File: config.mk
export PLATFORM = sky130hd
export DESIGN_NAME = utf8_code_point_decoder
export DESIGN_NICKNAME = d
export VERILOG_FILES = /design/src/rtl/u8dec_pkg.sv /design/src/rtl/u8dec_step.sv /design/src/rtl/utf8_code_point_decoder.sv
export SDC_FILE = /design/constraint.sdc
export NUM_CORES = 1
export LEC_CHECK = 0
export ABC_AREA = 1
export BUFFER_PORTS_ARGS = -buffer_cell sky130_fd_sc_hd__buf_4
export CAP_MARGIN = 10
export CORE_MARGIN = 3
export CORE_UTILIZATION = 47
export CTS_BUF_LIST = sky130_fd_sc_hd__clkbuf_8
export DETAILED_ROUTE_END_ITERATION = 7
export GPL_ROUTABILITY_DRIVEN = 0
export GPL_TIMING_DRIVEN = 0
export HOLD_SLACK_MARGIN = 0.02
export PLACE_DENSITY = 0.67
export SYNTH_ARGS = -nofsm -noshare
export SYNTH_HDL_FRONTEND = slang
export SYNTH_SLANG_ARGS = --single-unit
File: constraint.sdc
create_clock -name clk -period 5.86 [get_ports clk]
set_clock_uncertainty 0.15 [all_clocks]
set_input_delay 0.879 -clock clk [delete_from_list [all_inputs] [get_ports clk]]
set_output_delay 0.879 -clock clk [all_outputs]
set_load 0.03 [all_outputs]
File: src/rtl/u8dec_pkg.sv
`timescale 1ns / 1ps
// ----------------------------------------------------------------------------
// u8dec_pkg: shared types and constants of the UTF-8 code point decoder
// Byte class masks, the decoder state word and the result word.
// ----------------------------------------------------------------------------
package u8dec_pkg;

  localparam int unsigned BYTE_W = 8;
  localparam int unsigned CP_W   = 21;
  localparam int unsigned CONT_W = 6;

  // lead and continuation byte classes: (byte & mask) == value
  localparam logic [BYTE_W-1:0] ASCII_MASK = 8'h80;
  localparam logic [BYTE_W-1:0] ASCII_VAL  = 8'h00;
  localparam logic [BYTE_W-1:0] LEAD2_MASK = 8'hE0;
  localparam logic [BYTE_W-1:0] LEAD2_VAL  = 8'hC0;
  localparam logic [BYTE_W-1:0] LEAD3_MASK = 8'hF0;
  localparam logic [BYTE_W-1:0] LEAD3_VAL  = 8'hE0;
  localparam logic [BYTE_W-1:0] LEAD4_MASK = 8'hF8;
  localparam logic [BYTE_W-1:0] LEAD4_VAL  = 8'hF0;
  localparam logic [BYTE_W-1:0] CONT_MASK  = 8'hC0;
  localparam logic [BYTE_W-1:0] CONT_VAL   = 8'h80;

  // payload bits carried by each byte kind
  localparam logic [BYTE_W-1:0] LEAD2_BITS = 8'h1F;
  localparam logic [BYTE_W-1:0] LEAD3_BITS = 8'h0F;
  localparam logic [BYTE_W-1:0] LEAD4_BITS = 8'h07;
  localparam logic [BYTE_W-1:0] CONT_BITS  = 8'h3F;

  // number of continuation bytes still owed
  localparam logic [1:0] OWE_NONE  = 2'd0;
  localparam logic [1:0] OWE_ONE   = 2'd1;
  localparam logic [1:0] OWE_TWO   = 2'd2;
  localparam logic [1:0] OWE_THREE = 2'd3;

  typedef struct packed {
    logic [1:0]      remaining;
    logic            broken;
    logic [CP_W-1:0] partial;
  } dec_state_t;

  typedef struct packed {
    logic            symbol_valid;
    logic [CP_W-1:0] code_point;
    logic            text_done;
  } dec_result_t;

endpackage

File: src/rtl/u8dec_step.sv
`timescale 1ns / 1ps
// ----------------------------------------------------------------------------
// u8dec_step: one byte of UTF-8 decoding
// Combinational update of the decoder state and the result for one byte.
// ----------------------------------------------------------------------------
module u8dec_step
  import u8dec_pkg::*;
(
  input  dec_state_t        state_cur,
  input  logic [BYTE_W-1:0] text_byte,
  input  logic              end_of_text,
  output dec_state_t        state_next,
  output dec_result_t       result
);

  dec_state_t      st;
  logic            emit;
  logic [CP_W-1:0] cp;
  logic [1:0]      owe_dec;

  assign owe_dec = state_cur.remaining - 2'd1;

  // lead byte decode or continuation accumulate
  always_comb begin
    st   = state_cur;
    emit = 1'b0;
    cp   = '0;
    if (state_cur.remaining == OWE_NONE) begin
      if ((text_byte & ASCII_MASK) == ASCII_VAL) begin
        emit = 1'b1;
        cp   = CP_W'(text_byte);
      end else if ((text_byte & LEAD2_MASK) == LEAD2_VAL) begin
        st.partial   = CP_W'(text_byte & LEAD2_BITS);
        st.remaining = OWE_ONE;
        st.broken    = 1'b0;
      end else if ((text_byte & LEAD3_MASK) == LEAD3_VAL) begin
        st.partial   = CP_W'(text_byte & LEAD3_BITS);
        st.remaining = OWE_TWO;
        st.broken    = 1'b0;
      end else if ((text_byte & LEAD4_MASK) == LEAD4_VAL) begin
        st.partial   = CP_W'(text_byte & LEAD4_BITS);
        st.remaining = OWE_THREE;
        st.broken    = 1'b0;
      end
    end else begin
      if ((text_byte & CONT_MASK) != CONT_VAL) begin
        st.broken = 1'b1;
      end else if (!state_cur.broken) begin
        st.partial = {state_cur.partial[CP_W-CONT_W-1:0], text_byte[CONT_W-1:0]};
      end
      st.remaining = owe_dec;
      if (owe_dec == OWE_NONE) begin
        emit = !st.broken;
        cp   = st.broken ? '0 : st.partial;
        st   = '0;
      end
    end
    // end of text drops any open sequence
    if (end_of_text) begin
      st = '0;
    end
  end

  assign state_next          = st;
  assign result.symbol_valid = emit;
  assign result.code_point   = cp;
  assign result.text_done    = end_of_text;

endmodule

File: src/rtl/utf8_code_point_decoder.sv
`timescale 1ns / 1ps
// ----------------------------------------------------------------------------
// utf8_code_point_decoder: lenient byte-wide UTF-8 decoder
// Turns a byte stream into code points, one result word per input byte.
// ----------------------------------------------------------------------------
// Takes one byte per cycle unless in_stall is high and returns exactly one
// result word per byte: symbol_valid marks the byte that completes a code
// point, code_point is zero otherwise, and text_done echoes end_of_text.
// The per-byte state step is a single short combinational pass between the
// state registers and the output register; a two-entry output stage (result
// register plus skid register) keeps the input open for one more byte while
// the output is stalled, so in_stall rises only once a stall on the output
// has left both entries full. Invalid lead bytes, broken sequences and
// sequences cut off by end of text produce results with symbol_valid low.
// Overlong forms, surrogates and values above 0x10FFFF are passed through.
module utf8_code_point_decoder
  import u8dec_pkg::*;
(
  input  logic              clk,
  input  logic              rst_n,
  input  logic              in_valid,
  output logic              in_stall,
  input  logic [BYTE_W-1:0] in_text_byte,
  input  logic              in_end_of_text,
  output logic              out_valid,
  input  logic              out_stall,
  output logic              out_symbol_valid,
  output logic [CP_W-1:0]   out_code_point,
  output logic              out_text_done
);

  dec_state_t  state_r, state_nxt;
  dec_result_t step_res;
  dec_result_t out_word_r, out_word_nxt;
  dec_result_t skid_word_r, skid_word_nxt;
  logic        out_valid_r, out_valid_nxt;
  logic        skid_valid_r, skid_valid_nxt;
  logic        in_fire, out_fire, out_free;

  // decode step
  u8dec_step u_step (
    .state_cur  (state_r),
    .text_byte  (in_text_byte),
    .end_of_text(in_end_of_text),
    .state_next (state_nxt),
    .result     (step_res)
  );

  assign in_stall = skid_valid_r;
  assign in_fire  = in_valid && !skid_valid_r;
  assign out_fire = out_valid_r && !out_stall;
  assign out_free = !out_valid_r || out_fire;

  // output register and skid register control
  always_comb begin
    out_word_nxt   = out_word_r;
    out_valid_nxt  = out_valid_r;
    skid_word_nxt  = skid_word_r;
    skid_valid_nxt = skid_valid_r;
    if (out_free) begin
      if (skid_valid_r) begin
        out_word_nxt   = skid_word_r;
        out_valid_nxt  = 1'b1;
        skid_valid_nxt = 1'b0;
      end else begin
        out_word_nxt  = step_res;
        out_valid_nxt = in_fire;
      end
    end else if (in_fire) begin
      skid_word_nxt  = step_res;
      skid_valid_nxt = 1'b1;
    end
  end

  // control registers
  always_ff @(posedge clk) begin
    if (!rst_n) begin
      state_r      <= '0;
      out_valid_r  <= 1'b0;
      skid_valid_r <= 1'b0;
    end else begin
      if (in_fire) begin
        state_r <= state_nxt;
      end
      out_valid_r  <= out_valid_nxt;
      skid_valid_r <= skid_valid_nxt;
    end
  end

  // payload registers
  always_ff @(posedge clk) begin
    out_word_r  <= out_word_nxt;
    skid_word_r <= skid_word_nxt;
  end

  assign out_valid        = out_valid_r;
  assign out_symbol_valid = out_word_r.symbol_valid;
  assign out_code_point   = out_word_r.code_point;
  assign out_text_done    = out_word_r.text_done;

endmodule

==> results.cfg <==
[critical_path]
cp-start-kind = input port
slowest_delay_ns = 1.01
crit_required_ns = 5.76
arrival_ns = 2.81
path_max_fanout = 26
r2r.worst_path.cells = 3
path_cells = buf_4 -> nand2_1 -> nor3_2 -> buf_8
cp_top_family = simple AND/OR/NAND/NOR gates
path_class = input port to register
crit_buf_inv = 2
r2r-start = out_valid$_SDFFE_PN0N_
cp-end-kind = register
slowest_stage = nor3_2
crit_cells = 4
startpoint = out_stall

[placed_design]
place_area_um2 = 3425
port_buffers = 37
hpwlAfterDp_um = 4271

[global_route]
grt.overflow.total = 0
grtUsageTotal = 0.1732
grt_pass1_vias = 2089
grt_first_pass_wirelength_um = 9908
antenna_found_initial = 0
grt_max_degree = 27

[layout]
fillers = 519
multiInputGateArea_um2 = 1061
syn2layout_area_growth_pct = 20.92
register_area_um2 = 1782
design_area_um2 = 3667
num_antenna_cells = 0
drive_above_1_share = 0.2513
nets = 384

[timing]
tightestPinTransition_ns = 1.059
fmax_ghz = 0.3433
tns_ns = 0
min_period_over_period = 0.4971
finalHoldViolations = 0
slew_headroom = 0.2924
fin_crit_ns = 2.913
setup_viol = 0
rsz0062_at_grt = false
final_max_slew_viol_count = 0

[clock_tree]
cts_sinks = 66
cts_tree = built
cts.htree.levels = 3
cts_hold_buffers = 0
cts_resized = 0
cts_buffers = 9
cts-root-buf = clkbuf_8
worstSkewPairLatency_ns = 0.34
post_cts_buffers = 0
cts.clk_slew.worst_paths_ns = 0.07
cts_buffer_depth = 2

[yosys]
synth_cells = 320
ys_seq_area_frac = 0.5875
synthAdderAreaFrac = 0.008251
muxShareOfSynthArea = 0
yosysWarnings = 0
postSynthAreaPerCell_um2 = 9.478
ys_types = 32
synth_seq_cells = 66
synth_top_family_by_area = simple AND/OR/NAND/NOR gates
synth_nets = 335
synth-xor-area-share = 0
synth-simple-area-share = 0.2814
synth_compound_area_frac = 0.05858
synth_area_um2 = 3033

[min_path]
whs_path_depth = 2
hp-start = state_r[4]$_SDFFE_PN0P_
hold_class = register to register

[drt]
ant_nets = 0
drt-vias-per-instance = 4.844
drc_errors = 0
dr.pass1.iters = 4
drtIter0Drc = 124
wl_um = 5782
vias = 2175
detail_route.wl_per_cell_um = 12.88

[power]
leakagePower_nw = 1.582
powerDensity_nw_per_um2 = 304.6
peakVddDrop_mv = 0.1454

[floorplan]
core_area_um2 = 6096
die_w_um = 86.33
initial_core_util = 0.4975
die-area_um2 = 7453
die_h_um = 86.33
ios = 38
num_rows = 28

[status]
status = finished, final reports clean

[flow_run]
cap_violations = 0
## final timing paths
| check | to | slack [ns] |
|---|---|---|
| hold reg to reg | state_r[4]$_SDFFE_PN0P_ | 0.32 |
| hold / removal | state_r[4]$_SDFFE_PN0P_ | 0.32 |
| setup reg to reg | skid_word_r[2]$_DFFE_PP_ | 3.23 |
| setup / recovery | skid_word_r[2]$_DFFE_PP_ | 2.95 |
## through the flow
stage                     hold WS [ns]    util  total power, mW  std cells  setup WS, ns
after CTS                       0.3204  0.6016            1.125        449         2.890
after detailed placement        0.3107  0.5618           0.6694        433         2.539
after floorplan                 0.2953       -           0.6253        320         2.182
after global placement          0.3060  0.5585           0.6655        432         1.214
final                           0.3188  0.6016            1.117        449         2.947
after global routing            0.3403  0.6016            1.164        449         2.728
## routing by layer
layer  vias to the layer above  share of wire  global-route usage
met2                        43           0.47              0.2670
li1                       1127              -                   -
met1                       995           0.47              0.2358
met5                         -              0                   0
met4                         0          0.017             0.07224
met3                        10          0.046             0.03992
## flip-flops by register name, indices dropped and copies added, names as in the netlist
register and count:
out_symbol_valid 1, out_code_point 21, skid_word_r 23, out_text_done 1, in_stall 1, state_r 18
out_valid 1
## cells in the final DEF (no fill, tap or decap), types with 3 or more instances in the layout
cell type,n
a21oi_1,11
buf_4,38
bufinv_16,3
clkbuf_1,4
clkbuf_8,9
dfxtp_1,20
edfxtp_1,46
inv_1,30
inv_2,4
nand2_1,91
nand2_4,4
nand3_1,11
nor2_1,39
nor2_2,9
nor2_4,11
o21ai_0,8
o21ai_1,7
## power by group
part	internal (mW)	switching (mW)	total, mW	leakage (nW)
registers	0.518	0.00669	0.525	0.656
clock network	0.282	0.177	0.459	0.121
logic	0.0449	0.0885	0.133	0.805
total	0.845	0.272	1.12	1.58
## synthesized netlist by cell type (all sizes together)
master	count	area share
a211oi	1	0.0025
a21boi	1	0.0062
a21oi	11	0.018
a31oi	1	0.0021
buf	7	0.016
clkbuf	4	0.0049
clkinv	2	0.0029
dfxtp	20	0.13
edfxtp	46	0.46
ha	2	0.0082
inv	33	0.041
nand2	97	0.13
nand3	12	0.024
nand3b	1	0.0025
nor2	60	0.11
nor3	3	0.0049
o21ai	16	0.028
o22ai	1	0.0021
or2	2	0.0041
## cells by family after synthesis
kind of cell / count (synthesis)
buf+inv: 46
flops: 66
fa+ha+maj: 2
simple gates: 175
compound gates: 31
## final cells by class
| cell class | instances | area share |
|---|---|---|
| Timing Repair Buffer | 38 | 0.07984 |
| Multi-Input combinational cell | 208 | 0.2893 |
| Clock buffer | 9 | 0.03378 |
| Inverter | 35 | 0.03617 |
| Tap cell | 75 | 0.02559 |
| Buffer | 11 | 0.01706 |
| Sequential cell | 66 | 0.4858 |
| Clock inverter | 7 | 0.03241 |
## worst reg2reg max path: stages, from the launching register on
cell and delay (ns):
dfxtp_1 0.33, nand2_1 0.61, nor3_2 1.01, buf_8 0.25
No activity file was read; power rests on OpenSTA's default activity.
